--- config.mk ---
export PLATFORM = sky130hd
export DESIGN_NAME = word_near_match_checker_top
export DESIGN_NICKNAME = d
export VERILOG_FILES = /design/src/sv/wnmc_pkg.sv /design/src/sv/word_near_match_checker_top.sv /design/src/sv/wnmc_ram.sv /design/src/sv/wnmc_engine.sv
export SDC_FILE = /design/constraint.sdc
export NUM_CORES = 2
export LEC_CHECK = 0
export BUFFER_PORTS_ARGS = -buffer_cell sky130_fd_sc_hd__buf_2
export CAP_MARGIN = 10
export CORE_MARGIN = 8
export CORE_UTILIZATION = 50
export DETAILED_ROUTE_END_ITERATION = 16
export PLACE_DENSITY = 0.69
export SLEW_MARGIN = 20
export SYNTH_ARGS = -nofsm -noshare
export SYNTH_HDL_FRONTEND = slang
export SYNTH_SLANG_ARGS = --single-unit
--- constraint.sdc ---
create_clock -name clk -period 30.1 [get_ports clk]
set_input_delay 9.03 -clock clk [delete_from_list [all_inputs] [get_ports clk]]
set_output_delay 9.03 -clock clk [all_outputs]
set_load 0.03 [all_outputs]
--- src/sv/wnmc_pkg.sv ---
// Shared constants, types and codes of the word near-match checker.
package wnmc_pkg;

	// Storage and field widths
	localparam int MAX_CHARS = 32;
	localparam int ADDR_W    = $clog2(MAX_CHARS);
	localparam int LEN_W     = $clog2(MAX_CHARS + 1);
	localparam int MISM_W    = (LEN_W > 6) ? LEN_W : 6;
	localparam int CHAR_W    = 8;
	localparam int CODE_NUM  = 1 << CHAR_W;
	localparam int LIMIT_W   = 6;
	localparam int MISM_SAT  = 63;

	// Configuration port
	localparam int PADDR_W = 3;
	localparam logic LIMIT_IDX = 1'b0;
	localparam logic [LIMIT_W-1:0] LIMIT_RESET = 6'd3;

	// Operation codes
	localparam logic OP_QUERY = 1'b0;
	localparam logic OP_DICT  = 1'b1;

	typedef logic [LEN_W-1:0]   len_t;
	typedef logic [ADDR_W-1:0]  addr_t;
	typedef logic [CHAR_W-1:0]  char_t;
	typedef logic [LIMIT_W-1:0] limit_t;
	typedef logic [1:0]         reason_t;

	// Match reason codes
	localparam reason_t REASON_NONE     = 2'd0;
	localparam reason_t REASON_SUBSEQ   = 2'd1;
	localparam reason_t REASON_ANAGRAM  = 2'd2;
	localparam reason_t REASON_MISMATCH = 2'd3;

	// Engine result handed to the output stage
	typedef struct packed {
		logic       done;
		logic       exact;
		logic       suggest;
		reason_t    reason;
		logic [5:0] mism;
	} eng_res_t;

endpackage

--- src/sv/word_near_match_checker_top.sv ---
// Top level of the word near-match checker: loading, configuration, output register.
//
//  channel   direction  handshake              payload
//  input     in         in_valid / in_ready    operation, char_code, last_char
//  output    out        out_valid / out_ready  exact_match, suggest, match_reason,
//                                              mismatch_count, too_long
//  config    in         APB psel/penable       paddr, pwdata, prdata
//
// A character request that ends no dictionary word does not start the engine. A dictionary word end
// runs the mismatch count over the Q query characters, then the subsequence walk over the
// longer word's L characters when lengths differ by one, or the anagram tally when lengths
// are equal, and then hands the result over.
// in_ready is low meanwhile and while a finished result waits for the output register.
// Reset clears lengths and flags and sets the limit to 3.
module word_near_match_checker_top
	import wnmc_pkg::*;
(
	input  logic               clk,
	input  logic               arst_n,
	input  logic               psel,
	input  logic               penable,
	input  logic               pwrite,
	input  logic [PADDR_W-1:0] paddr,
	input  logic [31:0]        pwdata,
	output logic [31:0]        prdata,
	output logic               pready,
	input  logic               in_valid,
	output logic               in_ready,
	input  logic               operation,
	input  logic [7:0]         char_code,
	input  logic               last_char,
	output logic               out_valid,
	input  logic               out_ready,
	output logic               exact_match,
	output logic               suggest,
	output logic [1:0]         match_reason,
	output logic [5:0]         mismatch_count,
	output logic               too_long
);

	len_t     qlen_q;
	len_t     dlen_q;
	logic     qdone_q;
	logic     ovf_q;
	logic     dover_q;
	limit_t   limit_q;
	logic     out_valid_q;
	logic     exact_q;
	logic     suggest_q;
	reason_t  reason_q;
	logic [5:0] mism_q;
	logic     too_long_q;

	logic     in_acc;
	logic     q_acc;
	logic     d_acc;
	len_t     q_eff_len;
	logic     q_wr_en;
	logic     d_wr_en;
	logic     busy;
	logic     start;
	logic     take;
	eng_res_t res;
	logic     q_rd_en;
	addr_t    q_rd_addr;
	char_t    q_rd_data;
	logic     d_rd_en;
	addr_t    d_rd_addr;
	char_t    d_rd_data;
	logic     cfg_wr;

	// Request decode
	always_comb begin
		in_ready  = !busy;
		in_acc    = in_valid && in_ready;
		q_acc     = in_acc && (operation == OP_QUERY);
		d_acc     = in_acc && (operation == OP_DICT);
		q_eff_len = qdone_q ? '0 : qlen_q;
		q_wr_en   = q_acc && (q_eff_len < len_t'(MAX_CHARS));
		d_wr_en   = d_acc && (dlen_q < len_t'(MAX_CHARS));
		start     = d_acc && last_char;
		take      = res.done && (!out_valid_q || out_ready);
	end

	// Configuration port
	always_comb begin
		pready = 1'b1;
		cfg_wr = psel && penable && pwrite && (paddr[2] == LIMIT_IDX);
		prdata = (paddr[2] == LIMIT_IDX) ? 32'(limit_q) : 32'd0;
	end

	wnmc_ram #(
		.WIDTH(CHAR_W),
		.DEPTH(MAX_CHARS)
	) u_query_ram (
		.clk    (clk),
		.wr_en  (q_wr_en),
		.wr_addr(q_eff_len[ADDR_W-1:0]),
		.wr_data(char_code),
		.rd_en  (q_rd_en),
		.rd_addr(q_rd_addr),
		.rd_data(q_rd_data)
	);

	wnmc_ram #(
		.WIDTH(CHAR_W),
		.DEPTH(MAX_CHARS)
	) u_dict_ram (
		.clk    (clk),
		.wr_en  (d_wr_en),
		.wr_addr(dlen_q[ADDR_W-1:0]),
		.wr_data(char_code),
		.rd_en  (d_rd_en),
		.rd_addr(d_rd_addr),
		.rd_data(d_rd_data)
	);

	wnmc_engine u_engine (
		.clk      (clk),
		.arst_n   (arst_n),
		.start    (start),
		.qlen     (qlen_q),
		.dlen     (dlen_q),
		.limit    (limit_q),
		.take     (take),
		.busy     (busy),
		.res      (res),
		.q_rd_en  (q_rd_en),
		.q_rd_addr(q_rd_addr),
		.q_rd_data(q_rd_data),
		.d_rd_en  (d_rd_en),
		.d_rd_addr(d_rd_addr),
		.d_rd_data(d_rd_data)
	);

	// Word lengths, flags and limit
	always_ff @(posedge clk or negedge arst_n) begin
		if (!arst_n) begin
			qlen_q  <= '0;
			dlen_q  <= '0;
			qdone_q <= 1'b0;
			ovf_q   <= 1'b0;
			dover_q <= 1'b0;
			limit_q <= LIMIT_RESET;
		end else begin
			if (cfg_wr) begin
				limit_q <= pwdata[LIMIT_W-1:0];
			end
			if (q_acc) begin
				// a query character after a finished query starts a new one
				if (q_wr_en) begin
					qlen_q <= q_eff_len + 1'b1;
					ovf_q  <= qdone_q ? 1'b0 : ovf_q;
				end else begin
					qlen_q <= q_eff_len;
					ovf_q  <= 1'b1;
				end
				qdone_q <= last_char;
			end
			if (d_acc) begin
				if (d_wr_en) begin
					dlen_q <= dlen_q + 1'b1;
				end else begin
					dover_q <= 1'b1;
				end
			end
			if (take) begin
				dlen_q  <= '0;
				dover_q <= 1'b0;
			end
		end
	end

	// Output register
	always_ff @(posedge clk or negedge arst_n) begin
		if (!arst_n) begin
			out_valid_q <= 1'b0;
		end else if (take) begin
			out_valid_q <= 1'b1;
		end else if (out_ready) begin
			out_valid_q <= 1'b0;
		end
	end

	// Hold result payload
	always_ff @(posedge clk) begin
		if (take) begin
			exact_q    <= res.exact;
			suggest_q  <= res.suggest;
			reason_q   <= res.reason;
			mism_q     <= res.mism;
			too_long_q <= ovf_q || dover_q;
		end
	end

	assign out_valid      = out_valid_q;
	assign exact_match    = exact_q;
	assign suggest        = suggest_q;
	assign match_reason   = reason_q;
	assign mismatch_count = mism_q;
	assign too_long       = too_long_q;

endmodule

--- src/sv/wnmc_ram.sv ---
// Generic single-port-write, registered-read RAM.
module wnmc_ram #(
	parameter int WIDTH = 8,
	parameter int DEPTH = 32
) (
	input  logic                     clk,
	input  logic                     wr_en,
	input  logic [$clog2(DEPTH)-1:0] wr_addr,
	input  logic [WIDTH-1:0]         wr_data,
	input  logic                     rd_en,
	input  logic [$clog2(DEPTH)-1:0] rd_addr,
	output logic [WIDTH-1:0]         rd_data
);

	logic [WIDTH-1:0] mem_q [DEPTH];

	// Write port
	always_ff @(posedge clk) begin
		if (wr_en) begin
			mem_q[wr_addr] <= wr_data;
		end
	end

	// Registered read, held when not enabled
	always_ff @(posedge clk) begin
		if (rd_en) begin
			rd_data <= mem_q[rd_addr];
		end
	end

endmodule

--- src/sv/wnmc_engine.sv ---
// Word-end sequencer: mismatch count, subsequence walk and anagram tally.
module wnmc_engine
	import wnmc_pkg::*;
(
	input  logic     clk,
	input  logic     arst_n,
	input  logic     start,
	input  len_t     qlen,
	input  len_t     dlen,
	input  limit_t   limit,
	input  logic     take,
	output logic     busy,
	output eng_res_t res,
	output logic     q_rd_en,
	output addr_t    q_rd_addr,
	input  char_t    q_rd_data,
	output logic     d_rd_en,
	output addr_t    d_rd_addr,
	input  char_t    d_rd_data
);

	localparam logic [3:0] ST_IDLE    = 4'd0;
	localparam logic [3:0] ST_MM_RD   = 4'd1;
	localparam logic [3:0] ST_MM_CMP  = 4'd2;
	localparam logic [3:0] ST_SUB_RD  = 4'd3;
	localparam logic [3:0] ST_SUB_CMP = 4'd4;
	localparam logic [3:0] ST_ANA_RD  = 4'd5;
	localparam logic [3:0] ST_ANA_KEY = 4'd6;
	localparam logic [3:0] ST_ANA_UPD = 4'd7;
	localparam logic [3:0] ST_DONE    = 4'd8;

	logic [3:0]        state_q;
	len_t              i_q;
	len_t              j_q;
	logic [MISM_W-1:0] mism_q;
	logic              pass_q;
	logic [CODE_NUM-1:0] cnt_vld_q;
	logic              exact_q;
	logic              suggest_q;
	reason_t           reason_q;

	logic  ch_eq;
	logic  dict_long;
	len_t  short_len;
	len_t  long_len;
	char_t key;
	len_t  cnt_rd_data;
	len_t  cnt_cur;
	logic  cnt_rd_en;
	logic  cnt_wr_en;
	len_t  cnt_wr_data;
	logic  below_limit;
	logic  exact_now;
	logic  off_by_one;
	logic  sub_end;

	// Shared compare unit and walk bounds
	always_comb begin
		ch_eq       = (q_rd_data == d_rd_data);
		dict_long   = (dlen > qlen);
		short_len   = dict_long ? qlen : dlen;
		long_len    = dict_long ? dlen : qlen;
		key         = pass_q ? d_rd_data : q_rd_data;
		cnt_cur     = cnt_vld_q[key] ? cnt_rd_data : '0;
		below_limit = (mism_q < MISM_W'(limit));
		exact_now   = (qlen == dlen) && (mism_q == '0);
		off_by_one  = ((LEN_W+1)'(dlen) == (LEN_W+1)'(qlen) + 1'b1) ||
			((LEN_W+1)'(qlen) == (LEN_W+1)'(dlen) + 1'b1);
		sub_end     = (i_q == short_len) || (j_q == long_len);
	end

	// Drive store and tally read ports
	always_comb begin
		q_rd_en   = 1'b0;
		d_rd_en   = 1'b0;
		q_rd_addr = i_q[ADDR_W-1:0];
		d_rd_addr = i_q[ADDR_W-1:0];
		cnt_rd_en = 1'b0;
		unique case (state_q)
			ST_MM_RD: begin
				q_rd_en = (i_q != qlen);
				d_rd_en = (i_q != qlen);
			end
			ST_SUB_RD: begin
				q_rd_en   = !sub_end;
				d_rd_en   = !sub_end;
				q_rd_addr = dict_long ? i_q[ADDR_W-1:0] : j_q[ADDR_W-1:0];
				d_rd_addr = dict_long ? j_q[ADDR_W-1:0] : i_q[ADDR_W-1:0];
			end
			ST_ANA_RD: begin
				q_rd_en = (i_q != qlen) && !pass_q;
				d_rd_en = (i_q != qlen) && pass_q;
			end
			ST_ANA_KEY: begin
				cnt_rd_en = 1'b1;
			end
			default: begin
			end
		endcase
		cnt_wr_en   = (state_q == ST_ANA_UPD) && (!pass_q || (cnt_cur != '0));
		cnt_wr_data = pass_q ? len_t'(cnt_cur - 1'b1) : len_t'(cnt_cur + 1'b1);
	end

	// Character tally: query adds, dictionary word removes
	wnmc_ram #(
		.WIDTH(LEN_W),
		.DEPTH(CODE_NUM)
	) u_cnt_ram (
		.clk    (clk),
		.wr_en  (cnt_wr_en),
		.wr_addr(key),
		.wr_data(cnt_wr_data),
		.rd_en  (cnt_rd_en),
		.rd_addr(key),
		.rd_data(cnt_rd_data)
	);

	// Sequencer
	always_ff @(posedge clk or negedge arst_n) begin
		if (!arst_n) begin
			state_q   <= ST_IDLE;
			i_q       <= '0;
			j_q       <= '0;
			mism_q    <= '0;
			pass_q    <= 1'b0;
			cnt_vld_q <= '0;
			exact_q   <= 1'b0;
			suggest_q <= 1'b0;
			reason_q  <= REASON_NONE;
		end else begin
			unique case (state_q)
				ST_IDLE: begin
					if (start) begin
						i_q     <= '0;
						mism_q  <= '0;
						state_q <= ST_MM_RD;
					end
				end
				ST_MM_RD: begin
					if (i_q == qlen) begin
						exact_q   <= exact_now;
						suggest_q <= 1'b0;
						reason_q  <= REASON_NONE;
						i_q       <= '0;
						j_q       <= '0;
						pass_q    <= 1'b0;
						if (exact_now) begin
							state_q <= ST_DONE;
						end else if (off_by_one) begin
							state_q <= ST_SUB_RD;
						end else if (dlen == qlen) begin
							state_q <= ST_ANA_RD;
						end else begin
							suggest_q <= (dlen < qlen) && below_limit;
							reason_q  <= ((dlen < qlen) && below_limit) ?
								REASON_MISMATCH : REASON_NONE;
							state_q   <= ST_DONE;
						end
					end else begin
						state_q <= ST_MM_CMP;
					end
				end
				ST_MM_CMP: begin
					if ((i_q >= dlen) || !ch_eq) begin
						mism_q <= mism_q + 1'b1;
					end
					i_q     <= i_q + 1'b1;
					state_q <= ST_MM_RD;
				end
				ST_SUB_RD: begin
					if (sub_end) begin
						suggest_q <= (i_q == short_len);
						reason_q  <= (i_q == short_len) ? REASON_SUBSEQ : REASON_NONE;
						state_q   <= ST_DONE;
					end else begin
						state_q <= ST_SUB_CMP;
					end
				end
				ST_SUB_CMP: begin
					if (ch_eq) begin
						i_q <= i_q + 1'b1;
					end
					j_q     <= j_q + 1'b1;
					state_q <= ST_SUB_RD;
				end
				ST_ANA_RD: begin
					if (i_q == qlen) begin
						if (!pass_q) begin
							pass_q <= 1'b1;
							i_q    <= '0;
						end else begin
							suggest_q <= 1'b1;
							reason_q  <= REASON_ANAGRAM;
							cnt_vld_q <= '0;
							state_q   <= ST_DONE;
						end
					end else begin
						state_q <= ST_ANA_KEY;
					end
				end
				ST_ANA_KEY: begin
					state_q <= ST_ANA_UPD;
				end
				ST_ANA_UPD: begin
					if (pass_q && (cnt_cur == '0)) begin
						// Dictionary word holds a character the query lacks
						suggest_q <= below_limit;
						reason_q  <= below_limit ? REASON_MISMATCH : REASON_NONE;
						cnt_vld_q <= '0;
						state_q   <= ST_DONE;
					end else begin
						cnt_vld_q[key] <= 1'b1;
						i_q            <= i_q + 1'b1;
						state_q        <= ST_ANA_RD;
					end
				end
				ST_DONE: begin
					if (take) begin
						state_q <= ST_IDLE;
					end
				end
				default: begin
					state_q <= ST_IDLE;
				end
			endcase
		end
	end

	// Result out, saturating the mismatch count
	always_comb begin
		busy         = (state_q != ST_IDLE);
		res.done     = (state_q == ST_DONE);
		res.exact    = exact_q;
		res.suggest  = suggest_q;
		res.reason   = reason_q;
		res.mism     = (mism_q > MISM_W'(MISM_SAT)) ? 6'd63 : mism_q[5:0];
	end

	a_exact_clean: assert property (@(posedge clk) disable iff (!arst_n)
		res.done && res.exact |-> !res.suggest && (res.mism == 6'd0))
		else $error("exact match carries a suggestion or mismatches");

	a_reason_agrees: assert property (@(posedge clk) disable iff (!arst_n)
		res.done |-> (res.suggest == (res.reason != REASON_NONE)))
		else $error("suggest flag and reason disagree");

	a_sub_bounds: assert property (@(posedge clk) disable iff (!arst_n)
		state_q == ST_SUB_CMP |-> (i_q < short_len) && (j_q < long_len))
		else $error("subsequence walk left the stored words");

	a_ana_lengths: assert property (@(posedge clk) disable iff (!arst_n)
		state_q == ST_ANA_UPD |-> (qlen == dlen) && (i_q < qlen))
		else $error("anagram tally with unequal lengths");

	a_tally_clear: assert property (@(posedge clk) disable iff (!arst_n)
		state_q == ST_IDLE |-> (cnt_vld_q == '0))
		else $error("character tally not cleared between words");

endmodule

After elaboration in Yosys (flattened, before gate mapping)
Memories as Yosys holds them, arrays and structs flattened. A register that Yosys moved wholly into a read port is not among the register bits.
Cells that the tools add are included.
{"block": "classes", "n_addsub": 9, "order_cmp": 9, "n_eq_ne": 31, "mux": 84, "bitwise": 3, "reduce_logical": 53}
{"cell": "$mux W256", "count": 3}
{"cell": "$pmux W256 S2", "count": 1}
{"cell": "$or A256 B256 Y256", "count": 1}
{"cell": "$mux W6", "count": 17}
{"cell": "$mux W4", "count": 10}
{"cell": "$add A6 B1 Y6 const B", "count": 6}
{"cell": "$pmux W4 S9", "count": 1}
{"cell": "$pmux W6 S6", "count": 1}
{"cell": "$eq A6 B6 Y1", "count": 5}
{"cell": "$mux W1", "count": 27}
{"cell": "$pmux W6 S2", "count": 2}
{"cell": "$mux W2", "count": 10}
{"cell": "$mux W5", "count": 4}
{"cell": "$logic_and A1 B1 Y1", "count": 17}
{"cell": "$eq A4 B3 Y1 const B", "count": 4}
{"cell": "$add A6 B1 Y7 const B", "count": 2}
{"cell": "$eq A6 B7 Y1", "count": 2}
{"cell": "$ne A2 B1 Y1 const B", "count": 7}
{"cell": "$reduce_bool A2 Y1", "count": 7}
{"cell": "$logic_not A6 Y1", "count": 2}
{"cell": "$lt A6 B6 Y1", "count": 2}
{"cell": "$lt A6 B6 Y1 const B", "count": 2}
{"cell": "$ne A2 B2 Y1 const B", "count": 6}
{"cell": "$reduce_and A3 Y1", "count": 4}
{"cell": "28 further kinds", "count": 46}
{"block": "word_totals", "reg_bits": 316, "mem_bits_rw": 2048, "input_bits": 52, "out_inout_bits": 46, "word_cells": 213, "mem_count": 3}
{"name": "u_engine.u_cnt_ram.mem_q", "words": 256, "width": 6, "read_ports": 1, "rd_ports_with_merged_regs": 1, "write_ports": 1, "line": "wnmc_ram.sv:15", "source": "logic [WIDTH-1:0] mem_q [DEPTH];"}
{"name": "u_dict_ram.mem_q", "words": 32, "width": 8, "read_ports": 1, "rd_ports_with_merged_regs": 1, "write_ports": 1, "line": "wnmc_ram.sv:15"}
{"name": "u_query_ram.mem_q", "words": 32, "width": 8, "read_ports": 1, "rd_ports_with_merged_regs": 1, "write_ports": 1, "line": "wnmc_ram.sv:15"}

Logic depth before layout (Yosys ltp)
{"block": "logic_depth", "depth_word": 9, "mapped_depth": 17, "ltp_nobuf": 13}

Hierarchy
From an unflattened synthesis, not the netlist that was laid out.
{"block": "unflattened", "cells_unflattened": 5586, "hier_area_um2": 96617.7}
{"module": "wnmc_ram at u_engine.u_cnt_ram", "instances": 1, "cells_per_inst": 2964, "area_per_inst_um2": 60133.9, "seq_area_each_um2": 46304.4}
{"module": "wnmc_ram at u_dict_ram ...", "instances": 2, "cells_per_inst": 417, "area_per_inst_um2": 10133.5, "seq_area_each_um2": 7927.6}
{"module": "wnmc_engine", "instances": 1, "cells_per_inst": 1640, "area_per_inst_um2": 14540.2, "seq_area_each_um2": 7081.8}
{"module": "word_near_match_checker_top", "instances": 1, "cells_per_inst": 148, "area_per_inst_um2": 1676.6, "seq_area_each_um2": 883.3}

Least setup slack after synthesis
Ideal clock, no wire load.
{"block": "synth_timing", "path_kind": "input-to-output", "startpoint": "input paddr[2]", "endpoint": "output prdata[0]", "arrival_ns": 9.462, "setup_slack_ns": 11.608, "stages": 1, "path_buffers": 0, "cell_sequence": "nor2b_1"}
{"block": "synth_between", "elab_chain_len": 1}
{"element": "start, declared", "line": "word_near_match_checker_top.sv:23", "source": "input logic [PADDR_W-1:0] paddr,"}
{"element": "$mux W6", "line": "word_near_match_checker_top.sv:89", "source": "prdata = (paddr[2] == LIMIT_IDX) ? 32'(limit_q) : 32'd0;"}
{"element": "end, declared", "line": "word_near_match_checker_top.sv:25", "source": "output logic [31:0] prdata,"}
No other way between the ends.

Final worst setup path
{"block": "layout_timing", "startpoint": "input paddr[2]", "endpoint": "output prdata[3]"}
Same word-level chain as after synthesis.

==> results_tabular.tex <==
\begin{tabular}{lr}
\hline
Metric & Value \\
\hline
\multicolumn{2}{l}{\textbf{Worst setup path}} \\
\quad Worst Path Class, Setup & input pin to output port \\
\quad CP peak stage delay & 0.21 ns \\
\quad Crit. End Element & output port \\
\quad Arrival time of the worst setup path & 9.47 ns \\
\quad Kind of launch point of the worst setup path & input pin \\
\quad Worst-path cell chain & buf\_2 -> nor2\_1 -> buf\_2 \\
\quad Largest driver fanout on the critical path & 7 \\
\quad Cell at the slowest stage of the critical path & sky130\_fd\_sc\_hd\_\_buf\_2 \\
\quad Top cell by count, worst path & sky130\_fd\_sc\_hd\_\_buf\_2 \\
\quad Critical path required time & 21.07 ns \\
\multicolumn{2}{l}{\textbf{Clock tree}} \\
\quad CTS sink count & between 2000 and 2500 \\
\quad CTS tree & built \\
\quad CTS Buf Count & 219 \\
\quad Clk slew on worst S/H paths & approximately 0.060 ns \\
\quad CTS hold repair buffers & 0 \\
\quad Clk buf depth & 3 \\
\quad Worst skew pair latency & 0.88 ns \\
\quad CTS resizes & 0 \\
\quad Buffer count from post-CTS setup fixing & 0 \\
\quad CTS H-Tree Depth & 4 \\
\quad Root Buffer Master & sky130\_fd\_sc\_hd\_\_clkbuf\_16 \\
\multicolumn{2}{l}{\textbf{GRT}} \\
\quad Maximum number of pins on one net before global-route repair & between 150 and 200 \\
\quad First-pass GRT wire length & 343 mm \\
\quad GRT Resource Usage Total & between 20\% and 30\% \\
\quad Overflow after GRT & 0 \\
\quad Antenna violations before repair & 10 \\
\quad Number of global-route vias before repair & between 50000 and 60000 \\
\multicolumn{2}{l}{\textbf{Hold path}} \\
\quad Hold Path Class & flop to flop \\
\multicolumn{2}{l}{\textbf{Logic synthesis}} \\
\quad Fraction of the yosys area taken by sequential cells & 73.3\% \\
\quad Netlist cell types & 74 \\
\quad Largest area contributor in the netlist & sky130\_fd\_sc\_hd\_\_edfxtp\_1 \\
\quad Async set-reset flop share out of synthesis & 12.8\% \\
\quad Netlist area before placement & 0.0957 sq mm \\
\quad Dominant cells by area after synthesis & sky130\_fd\_sc\_hd\_\_edfxtp\_1, sky130\_fd\_sc\_hd\_\_mux4\_2, sky130\_fd\_sc\_hd\_\_dfrtp\_1 \\
\quad Total of warnings raised by yosys & 0 \\
\quad Avg Synthesized Cell Area & roughly 18 sq um \\
\quad Count of flip-flops with a built-in enable after synthesis & around 2100 \\
\quad Top\_reg\_cell synth & sky130\_fd\_sc\_hd\_\_edfxtp\_1 \\
\quad Number of instances in the synthesized netlist & 5236 \\
\quad Flops \& latches, synth & 2386 \\
\quad Share of the synthesized area in the top cell type & 65.3\% \\
\multicolumn{2}{l}{\textbf{Timing}} \\
\quad Unrepaired setup endpoints after global routing & false \\
\quad Relative max-transition margin & 19.5\% \\
\quad Number of failing setup endpoints in the final timing report & 0 \\
\quad Final total negative setup slack & 0 ns \\
\quad Fin worst setup slack & between 10 and 15 ns \\
\quad Post-Route Hold Slack & 0.465 ns \\
\quad Worst clock skew & 0.0747 ns \\
\quad Max Slew Vio Count & 0 \\
\quad Tightest Pin Transition & 1.20 ns \\
\quad Final hold vios & 0 \\
\quad Achievable Freq & 0.0540 GHz \\
\quad Period minus WS final & 18.50 ns \\
\quad Fraction of the cycle the final worst path needs & 61.5\% \\
\multicolumn{2}{l}{\textbf{Floorplan}} \\
\quad Boundary pin count & 98 \\
\quad Die area & 0.206 sq mm \\
\quad Number of core rows & 160 \\
\quad Die width & 453 um \\
\quad Starting Density & between 50\% and 60\% \\
\quad Area of the core & about 0.19 sq mm \\
\quad Vert. Die Dim & 453 um \\
\multicolumn{2}{l}{\textbf{Power}} \\
\quad Maximum vdd drop & 0.0665 mV \\
\quad Power Dens Cells & a little over 60 mW/mm\^{}2 \\
\quad Static Leakage & between 30 and 40 nW \\
\multicolumn{2}{l}{\textbf{Cells and area}} \\
\quad Area growth from synthesis to layout & 10.8\% \\
\quad Finished Core Util & between 50\% and 60\% \\
\quad Number of cells in the finished layout apart from fillers & 7920 \\
\quad Fraction of layout cells with a size suffix above 1 & between 20 and 25\% \\
\quad Commonest cells after routing, fill and taps aside & sky130\_fd\_sc\_hd\_\_edfxtp\_1, sky130\_fd\_sc\_hd\_\_mux4\_2, sky130\_fd\_sc\_hd\_\_nor2\_1, sky130\_fd\_sc\_hd\_\_dfrtp\_1, sky130\_fd\_sc\_hd\_\_a21oi\_1 \\
\quad Leading cell type in the layout, fill and taps excluded & sky130\_fd\_sc\_hd\_\_edfxtp\_1 \\
\quad Fin nets & $\sim$5300 \\
\quad Layout fillers & 14200 \\
\multicolumn{2}{l}{\textbf{Routing}} \\
\quad Met2 WL & between 100 and 150 mm \\
\quad Routed vias & between 50000 and 60000 \\
\quad Number of nets still failing antenna checks after routing & 0 \\
\quad Top layer in use & met5 \\
\quad Via-to-Cell Ratio & 6.45 \\
\quad Number of iterations in the first detailed-routing pass & 6 \\
\quad Post-route DRC & 0 \\
\quad Length of routed met3 wiring & roughly 22 mm \\
\quad Initial DRC count & around 7000 \\
\quad Total wire length & 232 mm \\
\quad Average wire length per cell after detail routing & 29.3 um \\
\quad Detailed-routing wirelength on met1 & 94.5 mm \\
\multicolumn{2}{l}{\textbf{Placement}} \\
\quad Cell count after placement & 7499 \\
\quad Routability cong. & 0.823 \\
\quad Detailed-placement wirelength estimate & 131 mm \\
\quad Setup Slack @ Placement & around 12 ns \\
\quad \# port buffers & between 40 and 50 \\
\multicolumn{2}{l}{\textbf{Status}} \\
\quad Result of the run & completed \\
\multicolumn{2}{l}{\textbf{Run}} \\
\quad Number of max-capacitance violations reported & 0 \\
\hline
\end{tabular}
-- critical path, delay by kind of cell --
kind,cells,cell delay [ns]
buffers and inverters,2,0.34
and+or+nand+nor,1,0.10
-- synthesized netlist by cell type (all sizes together) (9+ instances only) --
cell and n:
a41oi 13, mux2i 82, edfxtp 2081, o2bb2ai 257
ha 34, mux2 36, nand3 24, xor2 18
nand4 19, clkbuf 204, nand2 151, mux4 512
nor2b 15, o211ai 9, xnor2 31, nor4 14
o21ai 60, buf 216, dfrtp 303, o41ai 65
a22oi 209, nor3 11, nor2 417, a21oi 301
inv 33
-- kinds of logic (layout without fill, tap and decap cells) --
kind of cell	count (synthesis)	in the layout	share of synthesized area [%]
simple gates	705	705	3.13
flops	2386	2386	73.3
xor+xnor	49	49	0.448
other cells	2	39	0.00785
fa+ha+maj	35	35	0.466
buf+inv	454	590	2.12
compound gates	975	975	7.21
mux	630	630	13.3
-- routing by layer --
layer  up-vias  global-route usage, %
li1      21200                      -
met1     26800                   31.6
met2      2582                   34.2
met3       469                   5.21
met4         2                   7.15
met5         -                      0
-- registers in the layout, summed over array words and instances, names as in the netlist, 2 cells and up --
signal and count:
u_dict_ram.mem_q 256, u_dict_ram.rd_data 8, u_engine.u_cnt_ram.rd_data 6, u_engine.mism_q 6, u_engine.reason_q 2, u_engine.i_q 6, u_engine.u_cnt_ram.mem_q 1536, u_query_ram.rd_data 8
u_engine.j_q 6, match_reason 2, dlen_q 6, u_engine.cnt_vld_q 256, u_query_ram.mem_q 256, u_engine.state_q 4, mismatch_count 6, qlen_q 6
limit_q 6
-- layout make-up --
class                      instances  area [sq um]  share of cell area, %
tap                             2511          3140                   2.96
sequential                      2386         70100                   66.1
inverter                          34           135                  0.127
antenna                           12          30.0                 0.0283
timing repair buffer             148          1150                   1.08
multi-input combinational       2421         23900                   22.6
clock inverter                   145          1720                   1.62
clock buffer                     263          5820                   5.49
-- per-stage QoR --
stage	total power, mW	cell area (sq um)
2_1_floorplan	3.65	95800
3_3_place_gp	3.67	98400
3_5_place_dp	3.67	98400
4_1_cts	6.51	106000
5_1_grt	6.63	106000
6_report	6.47	106000
-- report_power, final --
group | internal [mW] | total (mW) | switching (mW) | leakage (nW)
combinational | 0.00611 | 0.0370 | 0.0309 | 7.65
clock | 1.64 | 2.87 | 1.24 | 3.62
sequential | 3.56 | 3.56 | 0.000964 | 23.1
total | 5.20 | 6.47 | 1.27 | 34.4
-- path summary, 6_finish.rpt --
| check | from | slack, ns | cells past startpoint | end |
|---|---|---|---|---|
| setup / recovery | paddr[2] | 11.60 | 3 | prdata[3] |
| hold / removal | u_engine.reason_q[1] | 0.46 | 0 | match_reason[1] |
| setup reg to reg | u_engine.pass_q | 22.17 | 18 | u_engine.u_cnt_ram.mem_q[15][3] |
| hold reg to reg | u_engine.reason_q[1] | 0.46 | 0 | match_reason[1] |
| max in group asynchronous | arst_n | 19.66 | 3 | u_engine.cnt_vld_q[223] |
| min in group asynchronous | arst_n | 8.13 | 1 | out_valid |
(Power assumes the default switching activity.)
